--- src/rtl/core/cmft_pkg.sv ---
// Shared types and constants for the cell monitor fault trip block.
// Payload structs, threshold set, counter entry and the saturating bump.
// No dependencies.
package cmft_pkg;

	localparam int VAL_W = 10;
	localparam int SENSOR_W = 4;
	localparam int CNT_W = 8;
	localparam int CFG_IDX_W = 3;

	localparam logic [CNT_W-1:0] CNT_MAX = '1;
	localparam logic [VAL_W-1:0] VAL_MAX = '1;

	typedef enum logic [CFG_IDX_W-1:0] {
		REG_VOLT_HIGH_WARN       = 3'd0,
		REG_VOLT_HIGH_ERROR      = 3'd1,
		REG_VOLT_LOW_WARN        = 3'd2,
		REG_VOLT_LOW_ERROR       = 3'd3,
		REG_TEMP_CHARGE_WARN     = 3'd4,
		REG_TEMP_CHARGE_ERROR    = 3'd5,
		REG_TEMP_DISCHARGE_WARN  = 3'd6,
		REG_TEMP_DISCHARGE_ERROR = 3'd7
	} cmft_reg_t;

	localparam logic [VAL_W-1:0] RST_VOLT_HIGH_WARN       = 10'd818;
	localparam logic [VAL_W-1:0] RST_VOLT_HIGH_ERROR      = 10'd860;
	localparam logic [VAL_W-1:0] RST_VOLT_LOW_WARN        = 10'd717;
	localparam logic [VAL_W-1:0] RST_VOLT_LOW_ERROR       = 10'd573;
	localparam logic [VAL_W-1:0] RST_TEMP_CHARGE_WARN     = 10'd225;
	localparam logic [VAL_W-1:0] RST_TEMP_CHARGE_ERROR    = 10'd240;
	localparam logic [VAL_W-1:0] RST_TEMP_DISCHARGE_WARN  = 10'd225;
	localparam logic [VAL_W-1:0] RST_TEMP_DISCHARGE_ERROR = 10'd240;

	typedef struct packed {
		logic [SENSOR_W-1:0] sensor_index;
		logic [VAL_W-1:0]    volt_reading;
		logic [VAL_W-1:0]    temp_reading;
		logic                discharging;
		logic                scan_start;
	} cmft_req_t;

	typedef struct packed {
		logic                hv_flag;
		logic                lv_flag;
		logic                ht_flag;
		logic                err_flag;
		logic                tripped;
		logic [VAL_W-1:0]    max_volt;
		logic [SENSOR_W-1:0] max_volt_index;
		logic [VAL_W-1:0]    min_volt;
		logic [SENSOR_W-1:0] min_volt_index;
		logic [VAL_W-1:0]    max_temp;
		logic [SENSOR_W-1:0] max_temp_index;
	} cmft_rsp_t;

	typedef struct packed {
		logic [VAL_W-1:0] volt_high_warn;
		logic [VAL_W-1:0] volt_high_error;
		logic [VAL_W-1:0] volt_low_warn;
		logic [VAL_W-1:0] volt_low_error;
		logic [VAL_W-1:0] temp_charge_warn;
		logic [VAL_W-1:0] temp_charge_error;
		logic [VAL_W-1:0] temp_discharge_warn;
		logic [VAL_W-1:0] temp_discharge_error;
	} cmft_thr_t;

	typedef struct packed {
		logic hv_flag;
		logic lv_flag;
		logic ht_flag;
		logic err_flag;
	} cmft_class_t;

	// one memory word: the three fault counters of a sensor
	typedef struct packed {
		logic [CNT_W-1:0] over_volt;
		logic [CNT_W-1:0] under_volt;
		logic [CNT_W-1:0] over_temp;
	} cmft_cnt_t;

	typedef struct packed {
		logic [VAL_W-1:0]    max_volt;
		logic [SENSOR_W-1:0] max_volt_index;
		logic [VAL_W-1:0]    min_volt;
		logic [SENSOR_W-1:0] min_volt_index;
		logic [VAL_W-1:0]    max_temp;
		logic [SENSOR_W-1:0] max_temp_index;
	} cmft_ext_t;

	function automatic logic [CNT_W-1:0] cnt_bump(input logic [CNT_W-1:0] c, input logic up);
		logic [CNT_W-1:0] r;
		r = c;
		if (up) begin
			if (c != CNT_MAX) r = c + CNT_W'(1);
		end else begin
			if (c != '0) r = c - CNT_W'(1);
		end
		return r;
	endfunction

endpackage

--- src/rtl/core/cmft_classify.sv ---
// Threshold compares for one reading: warning classes and the shared error flag.
// Depends on cmft_pkg.
module cmft_classify
	import cmft_pkg::*;
(
	input  cmft_thr_t   thr,
	input  cmft_req_t   item,
	output cmft_class_t cls
);

	logic [VAL_W-1:0] t_warn;
	logic [VAL_W-1:0] t_err;
	logic             vh, vl, th;
	logic             vh_err, vl_err, th_err;

	always_comb begin
		t_warn = item.discharging ? thr.temp_discharge_warn : thr.temp_charge_warn;
		t_err  = item.discharging ? thr.temp_discharge_error : thr.temp_charge_error;
		// high test wins; low is only looked at below the high warning
		vh     = item.volt_reading >= thr.volt_high_warn;
		vh_err = vh && (item.volt_reading >= thr.volt_high_error);
		vl     = !vh && (item.volt_reading <= thr.volt_low_warn);
		vl_err = vl && (item.volt_reading <= thr.volt_low_error);
		th     = item.temp_reading >= t_warn;
		th_err = th && (item.temp_reading >= t_err);
		cls.hv_flag  = vh;
		cls.lv_flag  = vl;
		cls.ht_flag  = th;
		cls.err_flag = vh_err || vl_err || th_err;
	end

endmodule

--- src/rtl/core/cmft_fault_mem.sv ---
// Per-sensor fault counter memory: synchronous read at accept, update and
// write-back on upd_en, with forwarding of the write to a same-sensor read.
// Depends on cmft_pkg.
module cmft_fault_mem
	import cmft_pkg::*;
#(
	parameter int NUM_SENSORS = 16,
	parameter int FAULT_LIMIT = 4
) (
	input  logic                clk,
	input  logic                arst_n,
	input  logic                rd_en,
	input  logic [SENSOR_W-1:0] rd_sensor,
	input  logic                upd_en,
	input  logic [SENSOR_W-1:0] upd_sensor,
	input  cmft_class_t         upd_cls,
	output logic                trip_hit
);

	localparam int IDX_W = (NUM_SENSORS > 1) ? $clog2(NUM_SENSORS) : 1;
	localparam int WIDE_W = 7;
	localparam logic [WIDE_W-1:0] NUM_W = WIDE_W'(NUM_SENSORS);
	localparam logic [CNT_W-1:0] LIMIT = CNT_W'(FAULT_LIMIT);

	cmft_cnt_t        mem [NUM_SENSORS];
	logic [NUM_SENSORS-1:0] vld_q;

	cmft_cnt_t        mem_rd_s1;
	cmft_cnt_t        fwd_data_s1;
	logic             fwd_s1;
	logic             vld_s1;

	logic [WIDE_W-1:0] rd_wide, wr_wide;
	logic [IDX_W-1:0]  raddr, waddr;
	logic              wr_in_range, wr_en;
	cmft_cnt_t         cur, nxt;

	assign rd_wide     = WIDE_W'(rd_sensor);
	assign wr_wide     = WIDE_W'(upd_sensor);
	assign raddr       = rd_wide[IDX_W-1:0];
	assign waddr       = wr_wide[IDX_W-1:0];
	assign wr_in_range = wr_wide < NUM_W;
	assign wr_en       = upd_en && wr_in_range;

	always_ff @(posedge clk) begin
		if (wr_en) mem[waddr] <= nxt;
		if (rd_en) begin
			mem_rd_s1   <= mem[raddr];
			fwd_data_s1 <= nxt;
		end
	end

	// never-written entries read as zero
	always_ff @(posedge clk or negedge arst_n) begin
		if (!arst_n) begin
			vld_q  <= '0;
			vld_s1 <= 1'b0;
			fwd_s1 <= 1'b0;
		end else begin
			if (wr_en) vld_q[waddr] <= 1'b1;
			if (rd_en) begin
				vld_s1 <= vld_q[raddr];
				fwd_s1 <= wr_en && (waddr == raddr);
			end
		end
	end

	always_comb begin
		if (fwd_s1) cur = fwd_data_s1;
		else if (vld_s1) cur = mem_rd_s1;
		else cur = '0;
		nxt = cur;
		if (upd_cls.hv_flag) nxt.over_volt = cnt_bump(cur.over_volt, upd_cls.err_flag);
		if (upd_cls.lv_flag) nxt.under_volt = cnt_bump(cur.under_volt, upd_cls.err_flag);
		if (upd_cls.ht_flag) nxt.over_temp = cnt_bump(cur.over_temp, upd_cls.err_flag);
		trip_hit = wr_in_range && upd_cls.err_flag &&
			((nxt.over_volt >= LIMIT) || (nxt.under_volt >= LIMIT) ||
			 (nxt.over_temp >= LIMIT));
	end

endmodule

--- src/rtl/core/cmft_extremes.sv ---
// Scan extremes: max and min voltage and max temperature with sensor indices.
// Gives the values after the current reading; commits them on update.
// Depends on cmft_pkg.
module cmft_extremes
	import cmft_pkg::*;
(
	input  logic      clk,
	input  logic      arst_n,
	input  logic      upd_en,
	input  cmft_req_t item,
	output cmft_ext_t ext_nxt
);

	cmft_ext_t ext_q;

	always_comb begin
		ext_nxt = ext_q;
		if (item.scan_start) begin
			ext_nxt.max_volt       = item.volt_reading;
			ext_nxt.min_volt       = item.volt_reading;
			ext_nxt.max_temp       = item.temp_reading;
			ext_nxt.max_volt_index = item.sensor_index;
			ext_nxt.min_volt_index = item.sensor_index;
			ext_nxt.max_temp_index = item.sensor_index;
		end else begin
			// strict compares: ties keep the earlier sensor
			if (item.volt_reading > ext_q.max_volt) begin
				ext_nxt.max_volt       = item.volt_reading;
				ext_nxt.max_volt_index = item.sensor_index;
			end
			if (item.volt_reading < ext_q.min_volt) begin
				ext_nxt.min_volt       = item.volt_reading;
				ext_nxt.min_volt_index = item.sensor_index;
			end
			if (item.temp_reading > ext_q.max_temp) begin
				ext_nxt.max_temp       = item.temp_reading;
				ext_nxt.max_temp_index = item.sensor_index;
			end
		end
	end

	always_ff @(posedge clk or negedge arst_n) begin
		if (!arst_n) begin
			ext_q.max_volt       <= '0;
			ext_q.max_volt_index <= '0;
			ext_q.min_volt       <= VAL_MAX;
			ext_q.min_volt_index <= '0;
			ext_q.max_temp       <= '0;
			ext_q.max_temp_index <= '0;
		end else if (upd_en) begin
			ext_q <= ext_nxt;
		end
	end

endmodule

--- src/rtl/core/cell_monitor_fault_trip_core.sv ---
// Cell monitor fault trip: top level. Threshold registers, stage 1, trip latch
// and result register. Depends on cmft_pkg, cmft_classify, cmft_fault_mem,
// cmft_extremes.
//
// Use: one cell reading per transfer on req (valid/stall), one result per
// reading on rsp (valid/stall), in order. The user is to write thresholds through
// cfg_wr_en/cfg_index/cfg_data only while the block holds no reading (not enforced).
// Timing: a reading reads its sensor's counter word at the edge that accepts it;
// the counters are updated and written back, and the result is loaded into the
// rsp register, at the edge where it leaves stage 1. One reading per cycle is
// sustained while rsp is not stalled; the counter memory's single read and
// write port sets this; a same-sensor write is forwarded to the following read.
// Stall: rsp holds while stalled. One more reading is still taken into stage 1
// and held there; req_stall rises once stage 1 is full and cannot move on.
// Reset: thresholds take their defaults, counters read as zero (per-entry
// valid bits), trip latch clears, extremes start at max 0 / min 1023. No
// clearing pass; the block takes readings right after reset.
module cell_monitor_fault_trip_core
	import cmft_pkg::*;
#(
	parameter int NUM_SENSORS = 16,
	parameter int FAULT_LIMIT = 4
) (
	input  logic                 clk,
	input  logic                 arst_n,
	input  logic                 req_valid,
	output logic                 req_stall,
	input  cmft_req_t            req,
	output logic                 rsp_valid,
	input  logic                 rsp_stall,
	output cmft_rsp_t            rsp,
	input  logic                 cfg_wr_en,
	input  logic [CFG_IDX_W-1:0] cfg_index,
	input  logic [VAL_W-1:0]     cfg_data
);

	cmft_thr_t   thr_q;
	logic        s1_valid_q;
	cmft_req_t   item_s1;
	logic        trip_q;
	cmft_rsp_t   rsp_q;
	logic        rsp_valid_q;

	logic        accept, s1_adv, trip_hit, trip_nxt;
	cmft_class_t cls;
	cmft_ext_t   ext_nxt;

	assign s1_adv    = s1_valid_q && (!rsp_valid_q || !rsp_stall);
	assign req_stall = s1_valid_q && !s1_adv;
	assign accept    = req_valid && !req_stall;
	assign trip_nxt  = trip_q || trip_hit;
	assign rsp_valid = rsp_valid_q;
	assign rsp       = rsp_q;

	always_ff @(posedge clk or negedge arst_n) begin
		if (!arst_n) begin
			thr_q.volt_high_warn       <= RST_VOLT_HIGH_WARN;
			thr_q.volt_high_error      <= RST_VOLT_HIGH_ERROR;
			thr_q.volt_low_warn        <= RST_VOLT_LOW_WARN;
			thr_q.volt_low_error       <= RST_VOLT_LOW_ERROR;
			thr_q.temp_charge_warn     <= RST_TEMP_CHARGE_WARN;
			thr_q.temp_charge_error    <= RST_TEMP_CHARGE_ERROR;
			thr_q.temp_discharge_warn  <= RST_TEMP_DISCHARGE_WARN;
			thr_q.temp_discharge_error <= RST_TEMP_DISCHARGE_ERROR;
		end else if (cfg_wr_en) begin
			unique case (cmft_reg_t'(cfg_index))
				REG_VOLT_HIGH_WARN:       thr_q.volt_high_warn       <= cfg_data;
				REG_VOLT_HIGH_ERROR:      thr_q.volt_high_error      <= cfg_data;
				REG_VOLT_LOW_WARN:        thr_q.volt_low_warn        <= cfg_data;
				REG_VOLT_LOW_ERROR:       thr_q.volt_low_error       <= cfg_data;
				REG_TEMP_CHARGE_WARN:     thr_q.temp_charge_warn     <= cfg_data;
				REG_TEMP_CHARGE_ERROR:    thr_q.temp_charge_error    <= cfg_data;
				REG_TEMP_DISCHARGE_WARN:  thr_q.temp_discharge_warn  <= cfg_data;
				REG_TEMP_DISCHARGE_ERROR: thr_q.temp_discharge_error <= cfg_data;
				default: ;
			endcase
		end
	end

	always_ff @(posedge clk) begin
		if (accept) item_s1 <= req;
	end

	always_ff @(posedge clk or negedge arst_n) begin
		if (!arst_n) begin
			s1_valid_q  <= 1'b0;
			trip_q      <= 1'b0;
			rsp_valid_q <= 1'b0;
		end else begin
			if (accept) s1_valid_q <= 1'b1;
			else if (s1_adv) s1_valid_q <= 1'b0;
			if (s1_adv) begin
				trip_q      <= trip_nxt;
				rsp_valid_q <= 1'b1;
			end else if (!rsp_stall) begin
				rsp_valid_q <= 1'b0;
			end
		end
	end

	always_ff @(posedge clk) begin
		if (s1_adv) begin
			rsp_q.hv_flag        <= cls.hv_flag;
			rsp_q.lv_flag        <= cls.lv_flag;
			rsp_q.ht_flag        <= cls.ht_flag;
			rsp_q.err_flag       <= cls.err_flag;
			rsp_q.tripped        <= trip_nxt;
			rsp_q.max_volt       <= ext_nxt.max_volt;
			rsp_q.max_volt_index <= ext_nxt.max_volt_index;
			rsp_q.min_volt       <= ext_nxt.min_volt;
			rsp_q.min_volt_index <= ext_nxt.min_volt_index;
			rsp_q.max_temp       <= ext_nxt.max_temp;
			rsp_q.max_temp_index <= ext_nxt.max_temp_index;
		end
	end

	cmft_classify u_classify (
		.thr  (thr_q),
		.item (item_s1),
		.cls  (cls)
	);

	cmft_fault_mem #(
		.NUM_SENSORS (NUM_SENSORS),
		.FAULT_LIMIT (FAULT_LIMIT)
	) u_fault_mem (
		.clk        (clk),
		.arst_n     (arst_n),
		.rd_en      (accept),
		.rd_sensor  (req.sensor_index),
		.upd_en     (s1_adv),
		.upd_sensor (item_s1.sensor_index),
		.upd_cls    (cls),
		.trip_hit   (trip_hit)
	);

	cmft_extremes u_extremes (
		.clk     (clk),
		.arst_n  (arst_n),
		.upd_en  (s1_adv),
		.item    (item_s1),
		.ext_nxt (ext_nxt)
	);

	a_trip_sticky: assert property (@(posedge clk) disable iff (!arst_n)
		trip_q |=> trip_q)
		else $error("trip latch cleared without reset");

	a_rsp_trip_match: assert property (@(posedge clk) disable iff (!arst_n)
		rsp_valid_q |-> (rsp_q.tripped == trip_q))
		else $error("pending result disagrees with trip latch");

	a_no_overrun: assert property (@(posedge clk) disable iff (!arst_n)
		(s1_valid_q && rsp_valid_q && rsp_stall) |-> req_stall)
		else $error("reading taken while stage 1 is blocked");

	a_err_needs_class: assert property (@(posedge clk) disable iff (!arst_n)
		(rsp_valid_q && !rsp_q.hv_flag && !rsp_q.lv_flag && !rsp_q.ht_flag)
		|-> !rsp_q.err_flag)
		else $error("error flagged with no warning class");

endmodule
--- config.mk ---
export PLATFORM = sky130hd
export DESIGN_NAME = cell_monitor_fault_trip_core
export DESIGN_NICKNAME = d
export VERILOG_FILES = /design/src/rtl/core/cmft_pkg.sv /design/src/rtl/core/cmft_classify.sv /design/src/rtl/core/cmft_fault_mem.sv /design/src/rtl/core/cmft_extremes.sv /design/src/rtl/core/cell_monitor_fault_trip_core.sv
export SDC_FILE = /design/constraint.sdc
export NUM_CORES = 1
export LEC_CHECK = 0
export BUFFER_PORTS_ARGS = -buffer_cell sky130_fd_sc_hd__buf_2
export CORE_ASPECT_RATIO = 1.2
export CORE_MARGIN = 2
export CORE_UTILIZATION = 55
export CTS_BUF_LIST = sky130_fd_sc_hd__clkbuf_2
export DETAILED_ROUTE_END_ITERATION = 10
export GPL_TIMING_DRIVEN = 0
export HOLD_SLACK_MARGIN = 0.05
export PLACE_DENSITY_LB_ADDON = 0.2
export SLEW_MARGIN = 20
export SYNTH_ARGS = -nofsm -noshare
export SYNTH_HDL_FRONTEND = slang
export SYNTH_SLANG_ARGS = --single-unit
--- constraint.sdc ---
create_clock -name clk -period 7.7 [get_ports clk]
set_clock_uncertainty 0.15 [all_clocks]
set_input_delay 0.77 -clock clk [delete_from_list [all_inputs] [get_ports clk]]
set_output_delay 0.77 -clock clk [all_outputs]
set_load 0.05 [all_outputs]
; ---- After elaboration in Yosys (flattened, before gate mapping)
; Memories as Yosys holds them, arrays and structs flattened. A register that Yosys moved wholly into a read port is not among the register bits.
; Cells that the tools add are included.
[classes]
addsub = 6
n_reduce_logical = 36
n_mux = 30
order_cmp = 16
n_eq_ne = 12
bitwise_logic = 1
[ops]
columns = op, count
row1 = $mux 8, 12
row2 = $mux 24, 2
row3 = $mux 14, 3
row4 = $mux 42, 1
row5 = $ge 10x10->1, 4
row6 = $add 8x1->8 const B, 3
row7 = $ge 8x3->1 const B, 3
row8 = $ne 8x8->1 const B, 3
row9 = $reduce_bool 8->1, 3
row10 = $sub 8x1->8 const B, 3
row11 = $gt 10x10->1, 2
row12 = $le 10x10->1, 2
row13 = $mux 10, 2
row14 = $or 16x16->16, 1
row15 = $reduce_and 2->1, 8
row16 = $lt 4x5->1 const B, 3
row17 = $eq 3x3->1 const B, 4
row18 = $logic_and 1x1->1, 12
row19 = $lt 10x10->1, 1
row20 = $mux 1, 8
row21 = $eq 3x2->1 const B, 2
row22 = $logic_or 1x1->1, 6
row23 = $logic_not 1->1, 5
row24 = $bmux 1 s4, 1
row25 = 7 further kinds, 7
[word_totals]
ramBits = 384
memories = 1
inputBits = 44
output_inout_bits = 49
regBits = 240
elab_cells = 141
[memory_table]
columns = name, words, word_bits, rd, rd_ports_with_merged_regs, write_ports, line_no
row1 = u_fault_mem.mem, 16, 24, 1, 1, 1, cmft_fault_mem.sv:25  ; cmft_cnt_t mem [NUM_SENSORS];

; ---- Depth between registers and ports, before layout
[logic_depth]
depth_word = 13
ltp_mapped = 17
mapped_depth_nobuf = 14

; ---- Hierarchy
; From an unflattened synthesis, not the netlist that was laid out.
[hier_totals]
hier_cells = 1799
area_unflattened_um2 = 29628.4
[by_module_without_submodules]
columns = mod, n_inst, cells_per_inst, seq_area_each_um2, area_per_inst_um2
row1 = cmft_fault_mem, 1, 987, 13422.9, 18736.7
row2 = cell_monitor_fault_trip_core, 1, 260, 4317.9, 5531.6
row3 = cmft_extremes, 1, 345, 1063.5, 3693.5
row4 = cmft_classify, 1, 207, 0.0, 1666.6

; ---- Least setup slack after synthesis
; Ideal clock, no wire load.
[synth_timing]
path_type = register to register
from = reg item_s1[1] (netlist bit)
to = reg u_fault_mem.fwd_data_s1[1] (netlist bit) (data pin)
path_buffers = 4
slack_ns = 3.499
arrival_ns = 3.714
t_required_ns = 7.212
path_stages_with_launch = 15
synth_period_minus_slack_ns = 4.201
setup_ns = 0.338
path_cell_list = edfxtp_1 -> clkbuf_1 -> mux2_2 -> ha_1 -> nand2b_1 -> a211oi_1 -> nor3_1 -> o22ai_2 -> o311ai_1 -> buf_2 -> buf_2 -> buf_2 -> o21a_1 -> a21oi_1 -> o21ai_0
[synth_lines]
columns = item, line_no
row1 = from (decl), cell_monitor_fault_trip_core.sv:39  ; cmft_req_t item_s1;
row2 = from (signal assigned), cell_monitor_fault_trip_core.sv:81  ; if (accept) item_s1 <= req;
row3 = to (signal assigned), cmft_fault_mem.sv:49  ; fwd_data_s1 <= nxt;
row4 = to (decl), cmft_fault_mem.sv:29  ; cmft_cnt_t fwd_data_s1;

==> key figures <==
Route
  – Residual DRC: 0
  – Met3 WL: 4900 um
  – Drt first pass iters: 7
  – Routed wire length: 71400 um
  – Detailed-route via count: 17600
  – Avg WL per Cell: 23.9 um
  – Met2 wire length: 36000 um
  – Routed Antenna Nets: 0
  – Vias per cell: 5.88
  – DR iter-0 viols: 1551
  – Max Used Layer: met4
  – Met1 WL: 27600 um

Finish
  – Fillers: approximately 3700
  – Share of layout cells above drive strength 1: 0.331
  – Final Util: 0.646
  – Syn-to-layout area delta: 16.4%
  – # nets final: 2303

Run status
  – Status: completed

Floorplan
  – Die height: 253 um
  – Die Area: around 0.054 mm2
  – Core area: 0.0514 mm2
  – Row count: slightly above 90
  – I/O pin count: 93
  – Die X: 212 um
  – Initial core utilization: 0.555

Setup path
  – Worst r2r src: item_s1[1]$_DFFE_PP_
  – Worst reg2reg setup slack: 2320 ps
  – CP cell instances: clkbuf_1 > mux2i_1 > ha_1 > nand4_1 > a211oi_1 > a2111o_1 > nor2_1 > inv_1 > a21oi_1 > o21ai_0 > o211a_1 > or4_1 > nor4_2 > a21oi_1
  – Top cell by count, worst path: a21oi_1
  – CP required: roughly 8500 ps
  – Worst R2R Path Depth: 14
  – CP delay by family, top: simple AND/OR/NAND/NOR gates
  – Type of origin of the critical path: register
  – Critical Path Max Stage Delay: between 600 and 700 ps
  – RR Endpoint: rsp[42]$_DFFE_PP_
  – CP max-delay cell: clkbuf_1
  – Max FO, Critical Path: 18
  – CP endpoint kind: register
  – CP arrival: 6220 ps
  – Critical path type: reg -> reg
  – Number of buffer and inverter stages on the critical path: 2

CTS
  – Clock sinks: 648
  – Setup bufs post-CTS: 0
  – Clock Latency Late Sink: 1340 ps
  – CTS HTree Levels: 4
  – Clk root buf: clkbuf_2
  – Clk slew on worst S/H paths: 110 ps
  – CTS buffer count: 157
  – CTS tree: built
  – Max clock buf depth: 3

Timing
  – Number of setup violations in the final report: 0
  – Peak Freq: 0.186 GHz
  – Worst Tran Pin Value: 1050 ps
  – Final Hold Viols: 0
  – RSZ-0062 raised after global routing: no
  – Max_slew headroom: 0.299
  – Setup TNS: 0 ps
  – Crit share post-route: 0.699
  – Post-layout min period: 5380 ps
  – Slew Viols, Final: 0

Hold path
  – Hold endpoint: thr_q[40]$_DFFE_PN1P_
  – Hold/Removal Path Class: in -> reg
  – Hold Path Cell Cnt: 3
  – Hold_sp: cfg_data[0]

Logic synthesis
  – Post-synth top area share: 0.532
  – Synth Register Bits: 648
  – Syn_area_per_cell: 16.1 um2
  – Ranking of synthesized cells by area: edfxtp_1, mux4_2, dfrtp_1
  – Cells after Synth: 1774
  – Top_reg_cell synth: edfxtp_1
  – YS warnings: 0
  – Synth cell count leaders: edfxtp_1, mux4_2, mux2_2, nand2_1, ha_1
  – Synth cell types: 79
  – Count leader, synth: edfxtp_1
  – Netlist area before placement: 0.0285 mm2
  – Asr flop ratio synth: 0.221
  – Largest area contributor in the netlist: edfxtp_1
  – Seq/Total Area, Yosys: 0.660
  – Post-synth EDFFs: 505
  – Post-synthesis net count: 1916

Global route
  – Vias in the first global route: between 15000 and 20000
  – Initial antenna violation count: 2
  – Total gr overflow: 0
  – First-pass GRT wire length: 107000 um
  – Global Route Usage Sum: 0.276
  – Pin count of the biggest net entering global routing: 96

Power
  – Cell Pwr Density: roughly 290 mW/mm2
  – Lkg Pwr: 12.5 nW
  – Worst vdd ir: 0.159 mV

Placed design
  – Post-DP HPWL: between 40000 and 50000 um
  – Port Buffers: 90
  – Final GP Congestion: slightly below 0.9

Job
  – Number of max-cap violations: 0
==> per-stage QoR <==
stage | std cells | power, mW | hold slack [ps] | setup WS [ps] | cell area [um2]
floorplan | 1774 | 6.38 | 284 | 3500 | 28500
global placement | 2561 | 7.02 | 296 | 805 | 29800
detailed placement | 2597 | 7.18 | 303 | 2180 | 30600
CTS | 2988 | 9.58 | 53.3 | 2080 | 33200
global route | 2990 | 10.0 | 93.1 | 2060 | 33200
finish | 2990 | 9.54 | 220 | 2320 | 33200
==> cells in the final DEF (no fill, tap or decap), types with 8 or more instances in the layout <==
cell	instances
clkinv_1	36
mux2i_1	29
dfstp_2	49
clkbuf_2	239
nand4_1	17
mux2_2	119
a211oi_1	8
buf_4	25
inv_1	83
clkbuf_1	44
o21ai_0	91
ha_1	98
dlygate4sd3_1	101
o21a_1	13
mux4_2	125
nor3_1	10
a22o_1	10
nand3_1	34
a21oi_1	56
nand2b_1	18
dfrtp_1	94
nand3b_1	8
nor2_4	13
buf_2	100
buf_16	15
edfxtp_1	505
a22oi_1	9
nor2_1	36
nand2_1	117
or2_2	18
a21o_1	14
==> layout make-up <==
| class | count | area, um2 | share of cell area |
|---|---|---|---|
| Multi-Input combinational cell | 971 | 9300 | 0.280 |
| Clock inverter | 55 | 348 | 0.0105 |
| Tap cell | 697 | 872 | 0.0263 |
| Clock buffer | 234 | 1170 | 0.0353 |
| Sequential cell | 648 | 18800 | 0.567 |
| Antenna cell | 2 | 5.00 | 0.000151 |
| Timing Repair Buffer | 228 | 2060 | 0.0621 |
| Inverter | 85 | 322 | 0.00969 |
| Buffer | 70 | 305 | 0.00920 |
==> worst max-delay path by stage <==
stage	cells after the start	from	end
after floorplan	14	item_s1[1]$_DFFE_PP_	u_fault_mem.fwd_data_s1[1]$_DFFE_PP_
after global placement	8	rsp_stall	u_fault_mem.vld_q[8]$_DFFE_PN0P_
after detailed placement	14	item_s1[1]$_DFFE_PP_	u_fault_mem.mem[10][0]$_DFFE_PP_
after CTS	14	item_s1[1]$_DFFE_PP_	u_fault_mem.mem[1][0]$_DFFE_PP_
after global routing	14	item_s1[1]$_DFFE_PP_	rsp[42]$_DFFE_PP_
final	14	item_s1[1]$_DFFE_PP_	rsp[42]$_DFFE_PP_
==> state kept, by name (all words and copies together), names as in the netlist <==
signal and cells:
u_fault_mem.fwd_s1 1, u_fault_mem.vld_s1 1, u_fault_mem.mem 384, u_fault_mem.vld_q 16, rsp_valid 1, u_fault_mem.mem_rd_s1 24
trip_q 1, s1_valid_q 1, thr_q 80, rsp 47, u_extremes.ext_q 42, item_s1 26
u_fault_mem.fwd_data_s1 24
==> metal layers <==
metal,vias up,track usage
met1,8871,0.340
met2,715,0.461
met3,194,0.0659
li1,7815,-
met5,-,0
met4,0,0.133
==> timing repair <==
action	4_1_cts	5_1_grt
endpoints found under the hold margin	279	0
gates resized for setup	0	0
hold buffers	102	0
==> kinds of logic after synthesis <==
logic type                 Yosys count  share of synthesized area
xor gates and xnor gates            11                    0.00338
muxes                              273                      0.156
DFF                                648                      0.660
buffers and inverters              155                     0.0216
AOI/OAI and AO/OA                  269                     0.0599
adders and majority gates           98                     0.0430
and+or+nand+nor                    320                     0.0564
==> tightest hold or removal path, delay by kind of cell <==
kind,cells,cell delay (ps)
buffers and inverters,2,730
muxes,1,180
==> power breakdown <==
group	internal, mW	switching (mW)
clock	0.958	1.39
combinational	0.848	1.57
sequential	4.60	0.179
total	6.41	3.14
Power figures use the tool's default switching activity.
